$ cat src/design/ubx_enc_pkg.sv
package ubx_enc_pkg;

   localparam int ByteW    = 8;
   localparam int LenW     = 16;
   localparam int MaxBurst = 8;
   localparam int CntW     = $clog2(MaxBurst + 1);
   localparam int CsrIdxW  = 8;

   localparam logic CMD_START   = 1'b0;
   localparam logic CMD_PAYLOAD = 1'b1;

   localparam logic [CsrIdxW-1:0] CSR_SYNC_FIRST  = CsrIdxW'(0);
   localparam logic [CsrIdxW-1:0] CSR_SYNC_SECOND = CsrIdxW'(1);

   localparam logic [ByteW-1:0] SYNC_FIRST_RESET  = 8'd181;
   localparam logic [ByteW-1:0] SYNC_SECOND_RESET = 8'd98;

   localparam logic [CntW-1:0] HEADER_COUNT        = CntW'(6);
   localparam logic [CntW-1:0] HEADER_TRAILER_COUNT = CntW'(8);
   localparam logic [CntW-1:0] BYTE_COUNT          = CntW'(1);
   localparam logic [CntW-1:0] BYTE_TRAILER_COUNT  = CntW'(3);

   typedef struct packed {
      logic             command;
      logic [ByteW-1:0] msg_class;
      logic [ByteW-1:0] msg_id;
      logic [LenW-1:0]  payload_length;
      logic [ByteW-1:0] data_byte;
   } req_type;

   typedef struct packed {
      logic [ByteW-1:0] out_byte;
      logic             frame_end;
      logic             run_last;
   } rsp_type;

   typedef struct packed {
      logic [MaxBurst-1:0][ByteW-1:0] bytes;
      logic [CntW-1:0]                count;
      logic                           trailer;
   } burst_type;

endpackage

$ cat src/design/ubx_enc_core.sv
module ubx_enc_core
   import ubx_enc_pkg::*;
(
   input  logic             clock,
   input  logic             reset,
   input  logic             req_valid,
   output logic             req_ready,
   input  req_type          req_data,
   input  logic [ByteW-1:0] sync_first,
   input  logic [ByteW-1:0] sync_second,
   input  logic             burst_free,
   output logic             burst_load,
   output burst_type        burst
);

   logic             item_valid_ff, item_valid_in;
   req_type          item_ff, item_in;
   logic [ByteW-1:0] sum_a_ff, sum_a_in;
   logic [ByteW-1:0] sum_b_ff, sum_b_in;
   logic [LenW-1:0]  bytes_left_ff, bytes_left_in;
   logic             frame_open_ff, frame_open_in;
   logic             take;

   logic [ByteW-1:0] len_lo, len_hi;
   logic [ByteW-1:0] a1, a2, a3, a4, b2, b3, b4;
   logic [ByteW-1:0] pa, pb;
   logic [LenW-1:0]  left_dec;

   assign take      = item_valid_ff && burst_free;
   assign req_ready = !item_valid_ff || take;

   assign len_lo   = item_ff.payload_length[ByteW-1:0];
   assign len_hi   = item_ff.payload_length[LenW-1:ByteW];
   assign a1       = item_ff.msg_class;
   assign a2       = a1 + item_ff.msg_id;
   assign b2       = a1 + a2;
   assign a3       = a2 + len_lo;
   assign b3       = b2 + a3;
   assign a4       = a3 + len_hi;
   assign b4       = b3 + a4;
   assign pa       = sum_a_ff + item_ff.data_byte;
   assign pb       = sum_b_ff + pa;
   assign left_dec = bytes_left_ff - LenW'(1);

   always_comb begin
      item_valid_in = item_valid_ff;
      item_in       = item_ff;
      sum_a_in      = sum_a_ff;
      sum_b_in      = sum_b_ff;
      bytes_left_in = bytes_left_ff;
      frame_open_in = frame_open_ff;
      burst_load    = 1'b0;
      burst         = '0;
      if (take) begin
         item_valid_in = 1'b0;
      end
      if (req_valid && req_ready) begin
         item_valid_in = 1'b1;
         item_in       = req_data;
      end
      if (take) begin
         if (item_ff.command == CMD_START) begin
            burst_load     = 1'b1;
            burst.bytes[0] = sync_first;
            burst.bytes[1] = sync_second;
            burst.bytes[2] = item_ff.msg_class;
            burst.bytes[3] = item_ff.msg_id;
            burst.bytes[4] = len_lo;
            burst.bytes[5] = len_hi;
            burst.bytes[6] = a4;
            burst.bytes[7] = b4;
            burst.trailer  = (item_ff.payload_length == '0);
            burst.count    = burst.trailer ? HEADER_TRAILER_COUNT : HEADER_COUNT;
            sum_a_in       = a4;
            sum_b_in       = b4;
            bytes_left_in  = item_ff.payload_length;
            frame_open_in  = !burst.trailer;
         end else if (frame_open_ff && bytes_left_ff != '0) begin
            burst_load     = 1'b1;
            burst.bytes[0] = item_ff.data_byte;
            burst.bytes[1] = pa;
            burst.bytes[2] = pb;
            burst.trailer  = (left_dec == '0);
            burst.count    = burst.trailer ? BYTE_TRAILER_COUNT : BYTE_COUNT;
            sum_a_in       = pa;
            sum_b_in       = pb;
            bytes_left_in  = left_dec;
            frame_open_in  = !burst.trailer;
         end else begin
            frame_open_in = 1'b0;
         end
      end
   end

   always_ff @(posedge clock) begin
      if (reset) begin
         item_valid_ff <= 1'b0;
         sum_a_ff      <= '0;
         sum_b_ff      <= '0;
         bytes_left_ff <= '0;
         frame_open_ff <= 1'b0;
      end else begin
         item_valid_ff <= item_valid_in;
         sum_a_ff      <= sum_a_in;
         sum_b_ff      <= sum_b_in;
         bytes_left_ff <= bytes_left_in;
         frame_open_ff <= frame_open_in;
      end
      item_ff <= item_in;
   end

endmodule

$ cat src/design/ubx_enc_ser.sv
module ubx_enc_ser
   import ubx_enc_pkg::*;
(
   input  logic      clock,
   input  logic      reset,
   input  logic      burst_load,
   input  burst_type burst,
   output logic      burst_free,
   output logic      rsp_valid,
   input  logic      rsp_ready,
   output rsp_type   rsp_data
);

   logic                           valid_ff, valid_in;
   logic [MaxBurst-1:0][ByteW-1:0] bytes_ff, bytes_in;
   logic [CntW-1:0]                remain_ff, remain_in;
   logic                           trailer_ff, trailer_in;
   logic                           pop, last;

   assign last       = (remain_ff == CntW'(1));
   assign pop        = valid_ff && rsp_ready;
   assign burst_free = !valid_ff || (pop && last);

   assign rsp_valid          = valid_ff;
   assign rsp_data.out_byte  = bytes_ff[0];
   assign rsp_data.run_last  = last;
   assign rsp_data.frame_end = last && trailer_ff;

   always_comb begin
      valid_in   = valid_ff;
      bytes_in   = bytes_ff;
      remain_in  = remain_ff;
      trailer_in = trailer_ff;
      if (burst_load) begin
         valid_in   = 1'b1;
         bytes_in   = burst.bytes;
         remain_in  = burst.count;
         trailer_in = burst.trailer;
      end else if (pop) begin
         valid_in  = !last;
         bytes_in  = {ByteW'(0), bytes_ff[MaxBurst-1:1]};
         remain_in = remain_ff - CntW'(1);
      end
   end

   always_ff @(posedge clock) begin
      if (reset) begin
         valid_ff  <= 1'b0;
         remain_ff <= '0;
      end else begin
         valid_ff  <= valid_in;
         remain_ff <= remain_in;
      end
      bytes_ff   <= bytes_in;
      trailer_ff <= trailer_in;
   end

endmodule

$ cat src/design/ubx_frame_encoder.sv
// An accepted item waits in the input register until the byte shifter is free,
// is then loaded into the shifter, and the shifter shows its first byte on rsp_valid.
// Throughput: one item per cycle for payload items that give one byte, while
// rsp_ready stays high; an item giving more than one byte keeps the byte shifter busy,
// and the next item waits in the input register until the last of its bytes is taken.
// Reset (synchronous, active high) closes any open frame, clears the checksum
// and count, drops pending bytes and restores the sync bytes to 0xB5 and 0x62.
module ubx_frame_encoder
   import ubx_enc_pkg::*;
(
   input  logic               clock,
   input  logic               reset,
   input  logic               req_valid,
   output logic               req_ready,
   input  req_type            req_data,
   output logic               rsp_valid,
   input  logic               rsp_ready,
   output rsp_type            rsp_data,
   input  logic               csr_valid,
   output logic               csr_ready,
   input  logic [CsrIdxW-1:0] csr_index,
   input  logic [ByteW-1:0]   csr_wdata
);

   logic [ByteW-1:0] sync_first_ff, sync_first_in;
   logic [ByteW-1:0] sync_second_ff, sync_second_in;
   logic             burst_load, burst_free;
   burst_type        burst;

   assign csr_ready = 1'b1;

   always_comb begin
      sync_first_in  = sync_first_ff;
      sync_second_in = sync_second_ff;
      if (csr_valid && csr_ready) begin
         case (csr_index)
            CSR_SYNC_FIRST:  sync_first_in  = csr_wdata;
            CSR_SYNC_SECOND: sync_second_in = csr_wdata;
            default: ;
         endcase
      end
   end

   always_ff @(posedge clock) begin
      if (reset) begin
         sync_first_ff  <= SYNC_FIRST_RESET;
         sync_second_ff <= SYNC_SECOND_RESET;
      end else begin
         sync_first_ff  <= sync_first_in;
         sync_second_ff <= sync_second_in;
      end
   end

   ubx_enc_core u_core (
      .clock       (clock),
      .reset       (reset),
      .req_valid   (req_valid),
      .req_ready   (req_ready),
      .req_data    (req_data),
      .sync_first  (sync_first_ff),
      .sync_second (sync_second_ff),
      .burst_free  (burst_free),
      .burst_load  (burst_load),
      .burst       (burst)
   );

   ubx_enc_ser u_ser (
      .clock      (clock),
      .reset      (reset),
      .burst_load (burst_load),
      .burst      (burst),
      .burst_free (burst_free),
      .rsp_valid  (rsp_valid),
      .rsp_ready  (rsp_ready),
      .rsp_data   (rsp_data)
   );

   a_end_is_last: assert property (@(posedge clock) disable iff (reset)
      rsp_valid && rsp_data.frame_end |-> rsp_data.run_last)
      else $error("frame_end without run_last");

   a_load_when_free: assert property (@(posedge clock) disable iff (reset)
      burst_load |-> burst_free)
      else $error("burst loaded while shifter busy");

   a_burst_continues: assert property (@(posedge clock) disable iff (reset)
      rsp_valid && rsp_ready && !rsp_data.run_last |=> rsp_valid)
      else $error("burst cut short");

   a_reset_empty: assert property (@(posedge clock)
      $past(reset) |-> !rsp_valid)
      else $error("result pending after reset");

endmodule

$ cat config.mk
export PLATFORM = sky130hd
export DESIGN_NAME = ubx_frame_encoder
export DESIGN_NICKNAME = d
export VERILOG_FILES = /design/src/design/ubx_enc_pkg.sv /design/src/design/ubx_enc_core.sv /design/src/design/ubx_enc_ser.sv /design/src/design/ubx_frame_encoder.sv
export SDC_FILE = /design/constraint.sdc
export NUM_CORES = 1
export LEC_CHECK = 0
export ABC_AREA = 0
export BUFFER_PORTS_ARGS = -buffer_cell sky130_fd_sc_hd__buf_2
export CAP_MARGIN = 25
export CORE_ASPECT_RATIO = 0.6
export CORE_MARGIN = 5
export CORE_UTILIZATION = 39
export CTS_CLUSTER_SIZE = 16
export DETAILED_ROUTE_END_ITERATION = 6
export GPL_TIMING_DRIVEN = 0
export HOLD_SLACK_MARGIN = 0.12
export PLACE_DENSITY_LB_ADDON = 0.15
export SYNTH_ARGS = -nofsm -noshare
export SYNTH_HDL_FRONTEND = slang
export SYNTH_SLANG_ARGS = --single-unit
$ cat constraint.sdc
create_clock -name clock -period 7.32 [get_ports clock]
set_input_delay 1.098 -clock clock [delete_from_list [all_inputs] [get_ports clock]]
set_output_delay 1.098 -clock clock [all_outputs]
set_load 0.005 [all_outputs]
==> reports/results.md, run 1 <==
## Run status
- finished, final reports clean — result of the run

## Floorplan
- 22900 um2 — core footprint
- 128 um — die span in y
- 0.394 — starting density of the core
- 75 — number of I/O pins
- 206 um — Die W
- 43 — number of standard-cell rows in the floorplan
- 26400 um2 — area of the die

## Placed design
- 1.13 ns — Post-Place Worst Slack
- 72 — number of buffers added on ports
- 0.885 — routability-driven placement congestion ratio
- 1248 — cell count after placement
- 21000 um — post-DP HPWL

## Final layout
- 1280 — final std cells w/o fill
- 15.3% — layout overhead on the synthesized area
- 1079 — net count reported at finish
- 0.454 — Core Util, Final
- 2185 — number of fill cells in the layout
- 0.154 — ratio of cells with drive above 1 in the final layout
- 0 — antenna diode count

## STA
- 6.21 ns — final critical delay including setup and external delays
- 0.426 — tightest slew margin relative to the limit
- 1.11 ns — post-route setup slack
- 0.861 ns — transition time at the pin with the least slew margin
- 0 — max-slew violations
- 0.0119 ns — worst setup skew after layout
- false — RSZ-0062 raised after global routing
- 0.849 — fraction of the cycle the final worst path needs
- 0 ns — Setup TNS Final
- 0 — Setup Viol. Count Final
- 0 — final number of hold-violating endpoints
- 161 MHz — achievable clock frequency

## Pwr
- 0.287 mV — Worst VDD drop
- 343 nW/um2 — power per cell area
- 4.07 nW — leakage power summed over all cells
- 3.57 mW — power after layout

## Yosys
- 10.5 um2 — mean post-synth cell area
- 67 — distinct cell type count of the synthesized netlist
- sky130_fd_sc_hd__edfxtp_1 — most frequent cell after synthesis
- sky130_fd_sc_hd__edfxtp_1 (106), sky130_fd_sc_hd__nor2_1 (72), sky130_fd_sc_hd__a21oi_1 (67) — top cells by count, synth
- 0.475 — share of synthesized area occupied by flip-flops and latches
- sky130_fd_sc_hd__edfxtp_1 — top cell type by total area after synthesis
- 161 — count of state elements after synthesis
- 9020 um2 — cell area after technology mapping
- sky130_fd_sc_hd__edfxtp_1 — dominant synthesized flop cell
- 985 — post-synthesis net count
- 0.353 — area share of the leading cell type in the synthesized netlist
- 106 — Post-synth EDFFs
- 0 — proportion of synthesized flip-flops having asynchronous set or reset
- 858 — synthesized instance count
- sky130_fd_sc_hd__edfxtp_1 (35%), sky130_fd_sc_hd__dfxtp_1 (12%), sky130_fd_sc_hd__ha_1 (6.5%) — cell types occupying the most area after synthesis
- 0 — Yosys warnings

## CTS
- 0 — number of setup buffers added after CTS
- 2 — deepest clock path buffer count
- 17 — clock buffer count from CTS
- yes — TritonCTS clock tree
- 0 — hold_buf cts
- 0.07 ns — clock slew seen by the registers of the worst setup and hold paths
- 0 — post-cts gate resize count
- 0.45 ns — Worst-Skew Late Latency
- 161 — clock sink count
- 4 — count of H-tree levels built during CTS
- sky130_fd_sc_hd__clkbuf_16 — root buffer cell

## Drt
- 28000 um — Routed WL
- 0 — number of antenna-violating nets in the routed design
- 21.9 um — post-DR wirelength/cell
- 5.62 — per-cell via count in the routed design
- 7191 — total via count in the routed design
- 5 — detailed-routing iteration count for the pre-antenna-repair pass
- 705 — First DRT Iteration DRCs
- 0 — number of remaining DRC errors

## Setup path
- reg -> reg — category of the most critical setup path
- 6.40 ns — worst endpoint data arrival time
- flip-flop — CP startpoint kind
- flip-flop — Critical Path End Type
- 7.50 ns — data required time at the worst endpoint
- 3 — biggest fanout along the worst timing path

## GRT
- 6812 — number of global-route vias before repair
- 0.218 — global-route usage over all layers
- 1 — antenna violations before repair
- 62 — largest net degree at the start of global routing
- 0 — leftover overflow at the end of global routing
- 42200 um — wire length of the first global-routing pass

## Flow run
- 0 — number of maximum-capacitance violations

## Min path
- reg -> reg — kind of path behind the tightest hold check

[cells by family after synthesis]
| kind of cell | Yosys count | synth area share |
|---|---|---|
| compound gates | 266 | 0.198 |
| xor+xnor | 43 | 0.0433 |
| fa+ha+maj | 65 | 0.105 |
| buf+inv | 106 | 0.0539 |
| flops | 161 | 0.475 |
| mux | 17 | 0.0190 |
| other cells | 1 | 0.000416 |
| simple gates | 199 | 0.105 |
[state kept, by name, summed over array words and instances (netlist names)]
register	cells
sync_first_ff	8
sync_second_ff	8
u_core.sum_a_ff	8
u_ser.remain_ff	4
u_core.item_valid_ff	1
u_ser.trailer_ff	1
u_core.sum_b_ff	8
u_ser.rsp_valid	1
u_core.frame_open_ff	1
u_ser.rsp_data	8
u_core.a1	8
u_core.bytes_left_ff	16
u_core.item_ff	33
u_ser.bytes_ff	56
[cell usage in the layout (no fill, tap or decap), types with 34 or more instances in the layout]
master,synthesis,routed
sky130_fd_sc_hd__edfxtp_1,106,106
sky130_fd_sc_hd__buf_2,11,84
sky130_fd_sc_hd__nor2_1,72,72
sky130_fd_sc_hd__a21oi_1,67,67
sky130_fd_sc_hd__dfxtp_1,55,55
sky130_fd_sc_hd__ha_1,47,47
sky130_fd_sc_hd__inv_1,46,46
sky130_fd_sc_hd__o22ai_1,42,42
sky130_fd_sc_hd__nand2_1,41,40
sky130_fd_sc_hd__o21ai_0,36,36
sky130_fd_sc_hd__clkbuf_1,30,34
[layer usage]
| layer | global-route usage | vias up | wire length (um) |
|---|---|---|---|
| li1 | - | 3357 | - |
| met1 | 0.360 | 3527 | 14600 |
| met2 | 0.268 | 282 | 10500 |
| met3 | 0.0668 | 25 | 2600 |
| met4 | 0.0477 | 0 | 311 |
| met5 | 0 | - | 0 |
[cell type report]
type,count,area [um2],area share
flip-flops and latches,161,4280,0.412
multi-input cells,591,4280,0.411
clock buffers,25,507,0.0487
repair buffers,75,413,0.0397
well taps,315,394,0.0379
plain buffers,58,307,0.0295
inverters,48,180,0.0173
clock inverters,7,48.8,0.00469
[critical path, cell delays in order, from the launching register on]
cell and delay [ns]:
sky130_fd_sc_hd__edfxtp_1 0.43, sky130_fd_sc_hd__ha_1 0.28, sky130_fd_sc_hd__fa_1 0.41, sky130_fd_sc_hd__a21o_1 0.20
sky130_fd_sc_hd__a21oi_1 0.26, sky130_fd_sc_hd__xnor2_1 0.26, sky130_fd_sc_hd__ha_1 0.34, sky130_fd_sc_hd__xnor2_1 0.34
sky130_fd_sc_hd__ha_1 0.32, sky130_fd_sc_hd__a21oi_1 0.19, sky130_fd_sc_hd__o21ai_0 0.15, sky130_fd_sc_hd__xor2_1 0.21
sky130_fd_sc_hd__fa_1 0.50, sky130_fd_sc_hd__inv_1 0.06, sky130_fd_sc_hd__fa_1 0.51, sky130_fd_sc_hd__inv_1 0.04
sky130_fd_sc_hd__ha_1 0.31, sky130_fd_sc_hd__o21a_1 0.11, sky130_fd_sc_hd__o31a_1 0.12, sky130_fd_sc_hd__o21ai_0 0.26
sky130_fd_sc_hd__nand3_1 0.14, sky130_fd_sc_hd__and3_1 0.20, sky130_fd_sc_hd__mux2i_1 0.23, sky130_fd_sc_hd__nor2_1 0.06
[metrics by stage]
stage               cell area, um2  hold WS [ns]
floorplan                     9020         0.436
global placement              9780         0.457
finish                       10400         0.479
global route                 10400         0.506
detailed placement            9850         0.455
CTS                          10400         0.477
[final timing paths]
| path | from | to | slack, ns | cells past startpoint |
|---|---|---|---|---|
| worst max-delay path | u_core.a1[0] | u_ser.bytes_ff[63] | 1.11 | 23 |
| worst min-delay path | sync_second_ff[6] | sync_second_ff[6] | 0.48 | 1 |
| worst max register to register | u_core.a1[0] | u_ser.bytes_ff[63] | 1.11 | 23 |
| worst min register to register | sync_second_ff[6] | sync_second_ff[6] | 0.48 | 1 |
[power by group]
part           total, mW  leakage (nW)  internal (mW)  switching (mW)
Sequential          1.10          1.45           1.05          0.0478
Clock              0.856         0.263          0.482           0.374
Combinational       1.62          2.35          0.680           0.937
Total               3.57          4.07           2.21            1.36
(Power assumes the default switching activity.)
==> run 2: changes to the inputs <==
Clock period 7.32 ns to 6.04 ns, I/O delays scaled along.
==> reports/results.md, run 2 (same netlist as run 1, synthesis figures left out) <==
## Run status
- finished, final reports clean — result of the run

## Pwr
- 4.40 mW — power after layout, +23%
- 0.387 mV — Worst VDD drop, +35%
- 0.303 — fraction of power consumed by sequential logic, -0.005
- 1.68 mW — net switching power figure, +23%
- 2.73 mW — internal power contribution, +23%
- 0.461 — share of total power in combinational logic, +0.008
- 0.236 — clock network fraction of design power, -0.003
- 4.11 nW — leakage power summed over all cells, +1.2%
- 0.381 — switching power as a share of total power, +0.000753
- 420 nW/um2 — power per cell area, +22%

## Setup path
- sky130_fd_sc_hd__fa_1 — Critical Path Slowest Stage Cell
- flip-flop — CP startpoint kind
- sky130_fd_sc_hd__ha_1 — most used cell along the critical path
- flip-flop — Critical Path End Type
- 6.22 ns — data required time at the worst endpoint, -1.28 ns
- 5.93 ns — worst endpoint data arrival time, -0.47 ns
- adder cells — largest delay contributor family on the critical path
- reg -> reg — category of the most critical setup path
- 3 — biggest fanout along the worst timing path, unchanged
- 0.50 ns — maximum single-stage delay on the critical path, about the same
- 3 — sum of buffers and inverters on the critical path, +1
- ha_1, fa_1, a21o_1, a21oi_2, xnor2_2, ha_1, xnor2_2, buf_4, ha_1, nand2_1, o21ai_1, xor2_1, fa_1, inv_1, fa_1, inv_1, ha_1, o21a_1, o31a_1, o21ai_1, nand3_1, and3_1, mux2i_1, nor2_1 — series of cell instances along the critical path

## STA
- 0.476 ns — hold slack final, -0.00299 ns
- 0 ns — Setup TNS Final, unchanged
- 0.0112 ns — worst setup skew after layout, -0.000672 ns
- 0 — final number of hold-violating endpoints, unchanged
- 0 — Setup Viol. Count Final, unchanged
- 0.952 — fraction of the cycle the final worst path needs, +0.103
- 0.435 — tightest slew margin relative to the limit, +0.00930
- 174 MHz — achievable clock frequency, +8.1%
- false — RSZ-0062 raised after global routing
- 0 — max-slew violations, unchanged
- 5.75 ns — final critical delay including setup and external delays, -0.467 ns
- 0.847 ns — transition time at the pin with the least slew margin, -0.0139 ns

## Placed design
- 1248 — cell count after placement, unchanged
- 0.885 — routability-driven placement congestion ratio, unchanged
- 72 — number of buffers added on ports, unchanged
- 21000 um — post-DP HPWL, unchanged

## GRT
- 62 — largest net degree at the start of global routing, unchanged
- 0.218 — global-route usage over all layers, about the same
- 0 — leftover overflow at the end of global routing, unchanged
- 1 — antenna violations before repair, unchanged
- 42200 um — wire length of the first global-routing pass, about the same
- 6817 — number of global-route vias before repair, +0.073%

## Final layout
- 0 — antenna diode count, unchanged
- 0.168 — ratio of cells with drive above 1 in the final layout, +0.0140
- 16.3% — layout overhead on the synthesized area
- u_ser.bytes_ff — register with the most flip-flops
- 1082 — net count reported at finish, +0.28%
- 2175 — number of fill cells in the layout, -0.46%
- u_ser.bytes_ff (56), u_core.item_ff (33), u_core.bytes_left_ff (16) — registers with the highest flip-flop counts
- sky130_fd_sc_hd__edfxtp_1 (106), sky130_fd_sc_hd__buf_2 (84), sky130_fd_sc_hd__nor2_1 (72), sky130_fd_sc_hd__a21oi_1 (62), sky130_fd_sc_hd__dfxtp_1 (55) — commonest non-fill, non-tap cells in the layout
- 0.458 — Core Util, Final, +0.00377
- sky130_fd_sc_hd__edfxtp_1 — most common cell after layout, fill and taps aside
- 56 — max reg flops, unchanged
- 1283 — final std cells w/o fill, +0.23%

## Floorplan
- 43 — number of standard-cell rows in the floorplan, unchanged
- 128 um — die span in y, unchanged
- 0.394 — starting density of the core, unchanged
- 26400 um2 — area of the die, unchanged
- 22900 um2 — core footprint, unchanged
- 75 — number of I/O pins, unchanged
- 206 um — Die W, unchanged

## Drt
- 0 — number of remaining DRC errors, unchanged
- 0 — number of antenna-violating nets in the routed design, unchanged
- 28000 um — Routed WL, about the same
- 6 — detailed-routing iteration count for the pre-antenna-repair pass, +1
- 21.8 um — post-DR wirelength/cell, -0.15%
- 627 — First DRT Iteration DRCs, -11%
- 5.65 — per-cell via count in the routed design, +0.49%
- 7243 — total via count in the routed design, +0.72%

## CTS
- 0.07 ns — clock slew seen by the registers of the worst setup and hold paths, about the same
- sky130_fd_sc_hd__clkbuf_16 — root buffer cell
- 0.45 ns — Worst-Skew Late Latency, about the same
- 4 — count of H-tree levels built during CTS, unchanged
- 0 — hold_buf cts, unchanged
- 2 — deepest clock path buffer count, unchanged
- 17 — clock buffer count from CTS, unchanged
- 161 — clock sink count, unchanged
- yes — TritonCTS clock tree

## Min path
- reg -> reg — kind of path behind the tightest hold check

## Flow run
- 0 — number of maximum-capacitance violations, unchanged

[run 2: cell count changes in the layout (fill, tap and decap cells not counted)]
| cell | before | now |
|---|---|---|
| sky130_fd_sc_hd__a21oi_1 | 67 | 62 |
| sky130_fd_sc_hd__a21oi_2 | 0 | 5 |
| sky130_fd_sc_hd__buf_4 | 12 | 15 |
| sky130_fd_sc_hd__o21ai_0 | 36 | 34 |
| sky130_fd_sc_hd__o21ai_1 | 1 | 3 |
| sky130_fd_sc_hd__xnor2_1 | 27 | 22 |
| sky130_fd_sc_hd__xnor2_2 | 0 | 5 |
| sky130_fd_sc_hd__xor2_1 | 15 | 14 |
| sky130_fd_sc_hd__xor2_2 | 0 | 1 |
[run 2: timing repair]
action | 4_1_cts | 5_1_grt
pin swaps | 0 | 2
buffers inserted | 0 | 3
endpoints found under the setup margin | 2 | 3
gates resized for setup | 2 | 11
[run 2: per-stage QoR]
stage               setup WS (ns)  area (um2)
floorplan                   0.576        9020
global placement          -0.0785        9780
detailed placement         -0.149        9850
CTS                        0.0300       10400
global route               0.0229       10500
finish                      0.292       10500
[run 2: final cells by class]
cell class,count,area [um2],share of cell area
Sequential cell,161,4280,0.408
Clock buffer,25,507,0.0483
Multi-Input combinational cell,591,4340,0.413
Inverter,48,180,0.0172
Buffer,58,307,0.0292
Clock inverter,7,48.8,0.00465
Timing Repair Buffer,78,435,0.0415
Tap cell,315,394,0.0376
[run 2: worst paths after layout]
path	startpoint	endpoint	slack, ns	cells after the start
worst max-delay path	u_core.a1[0]	u_ser.bytes_ff[63]	0.29	24
worst min-delay path	sync_second_ff[6]	sync_second_ff[6]	0.48	1
worst max register to register	u_core.a1[0]	u_ser.bytes_ff[63]	0.29	24
worst min register to register	sync_second_ff[6]	sync_second_ff[6]	0.48	1
[run 2: layer usage]
metal,GRT usage,routed length (um),vias up
li1,-,-,3366
met4,0.0477,316,0
met1,0.360,14700,3586
met3,0.0668,2420,25
met5,0,0,-
met2,0.269,10600,266
[run 2: power by group through the flow]
stage	Clock, mW	Combinational (mW)	Sequential [mW]
after floorplan	0	1.48	1.33
final	1.04	2.03	1.33
after CTS	1.06	1.95	1.33
after global placement	0	1.90	1.36
after detailed placement	0	1.93	1.36
after global routing	1.11	2.30	1.34
